File: src/hw/rtl/crfw_pkg.sv
package crfw_pkg;

    localparam int ADDR_W     = 25;
    localparam int CFG_IDX_W  = 2;
    localparam int CFG_DATA_W = 14;

    localparam logic CMD_START = 1'b0;
    localparam logic CMD_STEP  = 1'b1;

    localparam logic [CFG_IDX_W-1:0] CFG_SURF_W = 2'd0;
    localparam logic [CFG_IDX_W-1:0] CFG_SURF_H = 2'd1;
    localparam logic [CFG_IDX_W-1:0] CFG_PITCH  = 2'd2;
    localparam logic [CFG_IDX_W-1:0] CFG_FMT_OK = 2'd3;

    localparam logic [1:0] PIX_SINGLE = 2'd1;
    localparam logic [1:0] PIX_PAIR   = 2'd2;

    typedef struct packed {
        logic        cmd;
        logic signed [15:0] rect_x;
        logic signed [15:0] rect_y;
        logic [15:0] rect_w;
        logic [15:0] rect_h;
        logic [15:0] fill_value;
    } t_in_word;

    typedef struct packed {
        logic              write_valid;
        logic [ADDR_W-1:0] write_addr;
        logic [1:0]        write_pixels;
        logic [31:0]       write_data;
        logic              last_write;
        logic              busy_res;
    } t_out_word;

    typedef struct packed {
        logic [12:0] surf_w;
        logic [12:0] surf_h;
        logic [13:0] pitch;
        logic        fmt_ok;
    } t_cfg;

endpackage

File: src/hw/rtl/crfw_cfg_regs.sv
module crfw_cfg_regs (
    input  logic                               i_clk,
    input  logic                               i_rst_n,
    input  logic                               i_cfg_wen,
    input  logic [crfw_pkg::CFG_IDX_W-1:0]     i_cfg_index,
    input  logic [crfw_pkg::CFG_DATA_W-1:0]    i_cfg_data,
    output crfw_pkg::t_cfg                     o_cfg
);

    crfw_pkg::t_cfg r_cfg;

    always_ff @(posedge i_clk) begin
        if (!i_rst_n) begin
            r_cfg.surf_w <= '0;
            r_cfg.surf_h <= '0;
            r_cfg.pitch  <= '0;
            r_cfg.fmt_ok <= 1'b1;
        end else if (i_cfg_wen) begin
            case (i_cfg_index)
                crfw_pkg::CFG_SURF_W: r_cfg.surf_w <= i_cfg_data[12:0];
                crfw_pkg::CFG_SURF_H: r_cfg.surf_h <= i_cfg_data[12:0];
                crfw_pkg::CFG_PITCH:  r_cfg.pitch  <= i_cfg_data[13:0];
                crfw_pkg::CFG_FMT_OK: r_cfg.fmt_ok <= i_cfg_data[0];
                default: ;
            endcase
        end
    end

    assign o_cfg = r_cfg;

endmodule

File: src/hw/rtl/crfw_walker.sv
module crfw_walker #(
    parameter int MAX_DIM = 4096
) (
    input  logic                i_clk,
    input  logic                i_rst_n,
    input  crfw_pkg::t_cfg      i_cfg,
    input  logic                i_fire,
    input  crfw_pkg::t_in_word  i_word,
    output crfw_pkg::t_out_word o_result
);

    localparam int DIM_W = $clog2(MAX_DIM + 1);
    localparam int AW    = crfw_pkg::ADDR_W;

    logic             r_active;
    logic [DIM_W-1:0] r_col_pos;
    logic [DIM_W-1:0] r_row_pos;
    logic [DIM_W-1:0] r_col_start;
    logic [DIM_W-1:0] r_col_end;
    logic [DIM_W-1:0] r_row_end;
    logic [AW-1:0]    r_row_base;
    logic [15:0]      r_held;

    logic             n_active;
    logic [DIM_W-1:0] n_col_pos;
    logic [DIM_W-1:0] n_row_pos;
    logic [DIM_W-1:0] n_col_start;
    logic [DIM_W-1:0] n_col_end;
    logic [DIM_W-1:0] n_row_end;
    logic [AW-1:0]    n_row_base;
    logic [15:0]      n_held;

    // clip
    logic [DIM_W-1:0]  wb;
    logic [DIM_W-1:0]  hb;
    logic signed [17:0] x0;
    logic signed [17:0] y0;
    logic signed [17:0] x2;
    logic signed [17:0] y2;
    logic signed [17:0] xc;
    logic signed [17:0] yc;
    logic signed [17:0] x2c;
    logic signed [17:0] y2c;
    logic               start_ok;

    // step
    logic [DIM_W:0] col_inc1;
    logic           single;
    logic [DIM_W:0] col_nxt;
    logic           row_wrap;
    logic [DIM_W:0] row_inc;
    logic           fill_done;

    always_comb begin
        wb = (32'(i_cfg.surf_w) > MAX_DIM) ? DIM_W'(MAX_DIM) : DIM_W'(i_cfg.surf_w);
        hb = (32'(i_cfg.surf_h) > MAX_DIM) ? DIM_W'(MAX_DIM) : DIM_W'(i_cfg.surf_h);
        x0 = 18'(i_word.rect_x);
        y0 = 18'(i_word.rect_y);
        x2 = x0 + signed'({2'b00, i_word.rect_w});
        y2 = y0 + signed'({2'b00, i_word.rect_h});
        xc  = (x0 < 0) ? '0 : x0;
        yc  = (y0 < 0) ? '0 : y0;
        x2c = (x2 > signed'(18'(wb))) ? signed'(18'(wb)) : x2;
        y2c = (y2 > signed'(18'(hb))) ? signed'(18'(hb)) : y2;
        start_ok = i_cfg.fmt_ok && (x2c > xc) && (y2c > yc);
    end

    always_comb begin
        col_inc1  = {1'b0, r_col_pos} + (DIM_W+1)'(1);
        single    = r_col_pos[0] || (col_inc1 >= {1'b0, r_col_end});
        col_nxt   = {1'b0, r_col_pos} + (single ? (DIM_W+1)'(1) : (DIM_W+1)'(2));
        row_wrap  = col_nxt >= {1'b0, r_col_end};
        row_inc   = {1'b0, r_row_pos} + (DIM_W+1)'(1);
        fill_done = row_wrap && (row_inc >= {1'b0, r_row_end});
    end

    always_comb begin
        n_active    = r_active;
        n_col_pos   = r_col_pos;
        n_row_pos   = r_row_pos;
        n_col_start = r_col_start;
        n_col_end   = r_col_end;
        n_row_end   = r_row_end;
        n_row_base  = r_row_base;
        n_held      = r_held;
        o_result    = '0;
        if (i_word.cmd == crfw_pkg::CMD_START) begin
            n_active = start_ok;
            if (start_ok) begin
                n_col_start = DIM_W'(xc);
                n_col_end   = DIM_W'(x2c);
                n_col_pos   = DIM_W'(xc);
                n_row_pos   = DIM_W'(yc);
                n_row_end   = DIM_W'(y2c);
                n_row_base  = AW'(DIM_W'(yc)) * AW'(i_cfg.pitch);
                n_held      = i_word.fill_value;
            end
        end else if (r_active) begin
            o_result.write_valid  = 1'b1;
            o_result.write_addr   = r_row_base + AW'(r_col_pos);
            o_result.write_pixels = single ? crfw_pkg::PIX_SINGLE : crfw_pkg::PIX_PAIR;
            o_result.write_data   = {r_held, r_held};
            o_result.last_write   = fill_done;
            n_col_pos = DIM_W'(col_nxt);
            if (row_wrap) begin
                n_col_pos  = r_col_start;
                n_row_pos  = DIM_W'(row_inc);
                n_row_base = r_row_base + AW'(i_cfg.pitch);
                n_active   = !fill_done;
            end
        end
        o_result.busy_res = n_active;
    end

    always_ff @(posedge i_clk) begin
        if (!i_rst_n) begin
            r_active <= 1'b0;
        end else if (i_fire) begin
            r_active <= n_active;
        end
    end

    always_ff @(posedge i_clk) begin
        if (i_fire) begin
            r_col_pos   <= n_col_pos;
            r_row_pos   <= n_row_pos;
            r_col_start <= n_col_start;
            r_col_end   <= n_col_end;
            r_row_end   <= n_row_end;
            r_row_base  <= n_row_base;
            r_held      <= n_held;
        end
    end

endmodule

File: src/hw/rtl/clipped_rect_fill_writer_top.sv
// clipped rectangle fill writer
// input channel: i_in_valid / o_in_ready with i_in_word. a word with cmd start
// latches and clips a rectangle and fill value; a word with cmd step asks for
// the next memory write of the fill in progress.
// output channel: o_out_valid / i_out_ready with o_out_word. every input word
// gives exactly one output word, carrying a write or none, plus busy_res.
// config port: i_cfg_wen writes i_cfg_data to register i_cfg_index at once;
// write only while the block is idle.
// path: an accepted word is held in the input register, passes the walker
// and is registered in the output register, from which its result is taken.
// throughput: one word per cycle while the receiver keeps taking, set by the
// single walker stage between the input register and the output register; the
// start path holds the one row times pitch multiply.
// stall: while the receiver holds off, the output register keeps its word,
// the input register fills behind it and then o_in_ready drops.
// reset: clears both pipeline valids and the walker, so no fill is active;
// config returns to zero sizes with format supported.
module clipped_rect_fill_writer_top #(
    parameter int MAX_DIM = 4096
) (
    input  logic                            i_clk,
    input  logic                            i_rst_n,
    input  logic                            i_in_valid,
    output logic                            o_in_ready,
    input  crfw_pkg::t_in_word              i_in_word,
    output logic                            o_out_valid,
    input  logic                            i_out_ready,
    output crfw_pkg::t_out_word             o_out_word,
    input  logic                            i_cfg_wen,
    input  logic [crfw_pkg::CFG_IDX_W-1:0]  i_cfg_index,
    input  logic [crfw_pkg::CFG_DATA_W-1:0] i_cfg_data
);

    crfw_pkg::t_cfg      cfg;
    crfw_pkg::t_in_word  r_in_word;
    logic                r_in_valid;
    crfw_pkg::t_out_word r_out_word;
    logic                r_out_valid;
    crfw_pkg::t_out_word result;
    logic                advance;
    logic                fire;

    assign advance    = !r_out_valid || i_out_ready;
    assign fire       = r_in_valid && advance;
    assign o_in_ready = !r_in_valid || advance;

    crfw_cfg_regs u_cfg (
        .i_clk       (i_clk),
        .i_rst_n     (i_rst_n),
        .i_cfg_wen   (i_cfg_wen),
        .i_cfg_index (i_cfg_index),
        .i_cfg_data  (i_cfg_data),
        .o_cfg       (cfg)
    );

    crfw_walker #(
        .MAX_DIM (MAX_DIM)
    ) u_walker (
        .i_clk    (i_clk),
        .i_rst_n  (i_rst_n),
        .i_cfg    (cfg),
        .i_fire   (fire),
        .i_word   (r_in_word),
        .o_result (result)
    );

    always_ff @(posedge i_clk) begin
        if (!i_rst_n) begin
            r_in_valid  <= 1'b0;
            r_out_valid <= 1'b0;
        end else begin
            if (o_in_ready) begin
                r_in_valid <= i_in_valid;
            end
            if (advance) begin
                r_out_valid <= r_in_valid;
            end
        end
    end

    always_ff @(posedge i_clk) begin
        if (i_in_valid && o_in_ready) begin
            r_in_word <= i_in_word;
        end
        if (fire) begin
            r_out_word <= result;
        end
    end

    assign o_out_valid = r_out_valid;
    assign o_out_word  = r_out_word;

endmodule

File: config.mk
export PLATFORM = sky130hd
export DESIGN_NAME = clipped_rect_fill_writer_top
export DESIGN_NICKNAME = d
export VERILOG_FILES = /design/src/hw/rtl/crfw_pkg.sv /design/src/hw/rtl/crfw_cfg_regs.sv /design/src/hw/rtl/crfw_walker.sv /design/src/hw/rtl/clipped_rect_fill_writer_top.sv
export SDC_FILE = /design/constraint.sdc
export NUM_CORES = 1
export LEC_CHECK = 0
export ABC_AREA = 1
export BUFFER_PORTS_ARGS = -buffer_cell sky130_fd_sc_hd__buf_2
export CAP_MARGIN = 0
export CORE_MARGIN = 2
export CORE_UTILIZATION = 65
export CTS_BUF_LIST = sky130_fd_sc_hd__clkbuf_4
export DETAILED_ROUTE_END_ITERATION = 7
export GPL_ROUTABILITY_DRIVEN = 0
export GPL_TIMING_DRIVEN = 0
export PLACE_DENSITY = 0.85
export SETUP_SLACK_MARGIN = 0.15
export SLEW_MARGIN = 5
export SYNTH_ARGS = -nofsm -noshare
export SYNTH_HDL_FRONTEND = slang
export SYNTH_SLANG_ARGS = --single-unit
File: constraint.sdc
create_clock -name i_clk -period 15.4 [get_ports i_clk]
set_clock_uncertainty 0.1 [all_clocks]
set_input_delay 1.54 -clock i_clk [delete_from_list [all_inputs] [get_ports i_clk]]
set_output_delay 1.54 -clock i_clk [all_outputs]
set_load 0.005 [all_outputs]
==> flow_summary.toml <==
[outcome]
outcome = "complete, no violations"

[power_and_ir_drop]
power_density_mw_per_mm2 = 78.7
leakage_nw = 12.2
peakVddDrop_v = 0.0000814

[critical_path]
startpoint = "r_in_word[63]"
rr_worst_depth = 30
cp.depth = 30
cp.arrival_ns = 8.38
critPathCaptureType = "register"
cp_max_fo = 10
crit_end = "u_walker.r_row_base[24]"
cp_data_required_time_ns = 15.79
ff2ff_setup_slack_ns = 7.41
r2r_end = "u_walker.r_row_base[24]"
cp_slowest_stage_delay_ns = 0.54
start_kind = "register"
slowest_stage = "fa_1"
critPathKind = "reg -> reg"
path_common_cell = "inv_1"
reg2reg_from = "r_in_word[63]"
critPathBufInv = 9
cp_top_family = "adder cells"

[floorplanning]
core_sq_mm = 0.0337
initial_core_util_pct = 66.4
die_y_um = 190
die_w_um = 190
dieArea_sq_mm = 0.0359
num_rows = 67
io_pins = 166

[timing]
hold_violations = 0
finalMaxSlewViolations = 0
finalSetupViolCount = 0
finalCritPeriodShare_pct = 51.9
finalSetupTns_ns = 0
slew_headroom_pct = 24.2
worstMarginPinSlew_ns = 1.13
grt_setup_unrepaired = "no"
fin_crit_ns = 7.99
fmax_ghz = 0.125
holdWs_ns = 0.316

[cells_and_area]
stdcell_area_sq_mm = 0.0248
fill_cells = 2458
fin_nets = 3327
post-route-util_pct = 73.5
final_cells = 3346
seq_area_sq_mm = 0.00788
drive_gt1_share_pct = 11.5
multi_input_area_sq_mm = 0.0125
area_delta_synth_final_pct = 10.7
mostFrequentLayoutCells = "nand2_1, inv_1, nor2_1"
final_common_cell = "nand2_1"

[route]
routed_wl_mm = 55.8
first_pass_iters = 8
vias = 19100
wl_per_cell_um = 16.7
detail-route-antenna-nets = 0
vias_per_cell = 5.71
drc = 0
initialDrtViolationCount = 1836

[global_routing]
grt_usage_pct = 31.8
grt_max_degree = 49
gr-total-overflow = 0
grt_pass1_vias = 19400
grt_pass1_wl_mm = 91.2
antenna_found_initial = 2

[synth]
ys_ff_latch = 277
syn_area_sq_mm = 0.0224
avgSynthCellArea_sq_um = 8.61
yosys_warnings = 0
synth_cells = 2599
synth_cell_types = 58
yosysSeqAreaShare_pct = 35.2
syn-num-nets = 3078

[cts]
cts_tree = "yes"
path_clk_slew_ns = 0.06
ctsResizeCount = 0
clk_path_buf_depth = 3
post_cts_buffers = 0
cts.sinks = 277
postCtsHoldBufs = 0
numCtsBuffers = 74
clock_latency_ns = 0.79
h-tree-depth = 3
cts_root_buffer = "clkbuf_4"

[job]
maxCapViolCount = 0

[placement]
port_buffers = 165
dp.cells = 3220
hpwl_mm = 45.1
placed_area_sq_mm = 0.0239

[hold_path]
worst_hold_path_type = "reg -> reg"
## routing by layer
metal	vias to the layer above	track usage, %	part of all wire (%)
li1	8993	-	-
met1	8889	39.2	39
met2	1025	53.0	47
met3	209	7.56	10
met4	0	15.5	4.5
met5	-	0	0
## area by class of cell
type	instances	area share [%]
plain buffers	77	1.46
inverters	449	6.82
flip-flops and latches	277	31.8
repair buffers	173	3.75
clock buffers	101	3.06
diodes	3	0.0303
multi-input cells	1796	50.3
clock inverters	22	0.500
well taps	448	2.26
## worst reg2reg max path: cells and delay by family (launching register included)
family / cells / cell delay [ns]
fa+ha+maj: 7 / 3.29
flops: 1 / 0.47
compound gates: 8 / 1.38
simple gates: 5 / 0.78
buf+inv: 9 / 1.63
xor+xnor: 1 / 0.15
## power by group
| group | internal (mW) | switching [mW] | total (mW) |
|---|---|---|---|
| combinational | 0.170 | 0.293 | 0.463 |
| clock | 0.319 | 0.310 | 0.630 |
| sequential | 0.844 | 0.0147 | 0.858 |
## state kept, by name, indices dropped and copies added, names as in the netlist, 13 cells and up
name,cells
o_out_word,46
r_in_word,81
u_cfg.o_cfg,41
u_walker.r_col_end,13
u_walker.r_col_pos,13
u_walker.r_col_start,13
u_walker.r_held,16
u_walker.r_row_base,25
u_walker.r_row_end,13
u_walker.r_row_pos,13
## stage by stage
step | power (mW) | worst slack, ns
after global placement | 1.30 | 4.68
after floorplan | 1.19 | 6.87
after detailed placement | 1.33 | 7.50
final | 1.95 | 7.41
after global routing | 2.06 | 6.91
after CTS | 1.95 | 7.51
## how the worst min path moves through the flow
| stage | startpoint | endpoint | slack (ns) | cells after the start |
|---|---|---|---|---|
| CTS | r_in_word[5] | u_walker.r_held[5] | 0.31 | 0 |
| floorplan | r_in_word[0] | u_walker.r_held[0] | 0.30 | 0 |
| detailed placement | r_in_word[5] | u_walker.r_held[5] | 0.30 | 0 |
| global route | r_in_word[14] | u_walker.r_held[14] | 0.32 | 0 |
| finish | r_in_word[5] | u_walker.r_held[5] | 0.32 | 0 |
| global placement | r_in_word[14] | u_walker.r_held[14] | 0.30 | 0 |
## logic make-up after synthesis
group,Yosys count,share of synthesized area [%]
and+or+nand+nor,958,17.6
buffers and inverters,526,9.16
AOI/OAI and AO/OA,388,9.54
adders and majority gates,377,25.7
DFF,277,35.2
xor gates and xnor gates,73,2.89
## Yosys cell counts (all sizes together)
cell type / number / area [sq um]
a21oi: 157 / 786
o31ai: 3 / 27.5
nand4: 27 / 175
o21ai: 166 / 850
and3: 2 / 12.5
o22ai: 13 / 81.3
xor2: 46 / 410
edfxtp: 233 / 7000
o211ai: 5 / 37.5
inv: 445 / 1670
dfxtp: 44 / 881
nand3: 72 / 400
buf: 31 / 190
clkinv: 4 / 15.0
or2: 3 / 18.8
o221ai: 1 / 8.76
xnor2: 27 / 236
o21bai: 8 / 75.1
a31oi: 11 / 81.3
o2111ai: 3 / 26.3
nor4: 10 / 62.6
o32ai: 1 / 8.76
clkbuf: 46 / 173
and2: 1 / 6.26
nor2: 273 / 1030
nand3b: 2 / 27.5
nor3: 33 / 170
fa: 137 / 2740
a21o: 4 / 30.0
nand2: 533 / 2010
a211oi: 3 / 22.5
nor3b: 2 / 20.0
ha: 240 / 3000
o21a: 8 / 60.1
a21boi: 5 / 41.3
Note: power is estimated with default switching activity, not from simulation.
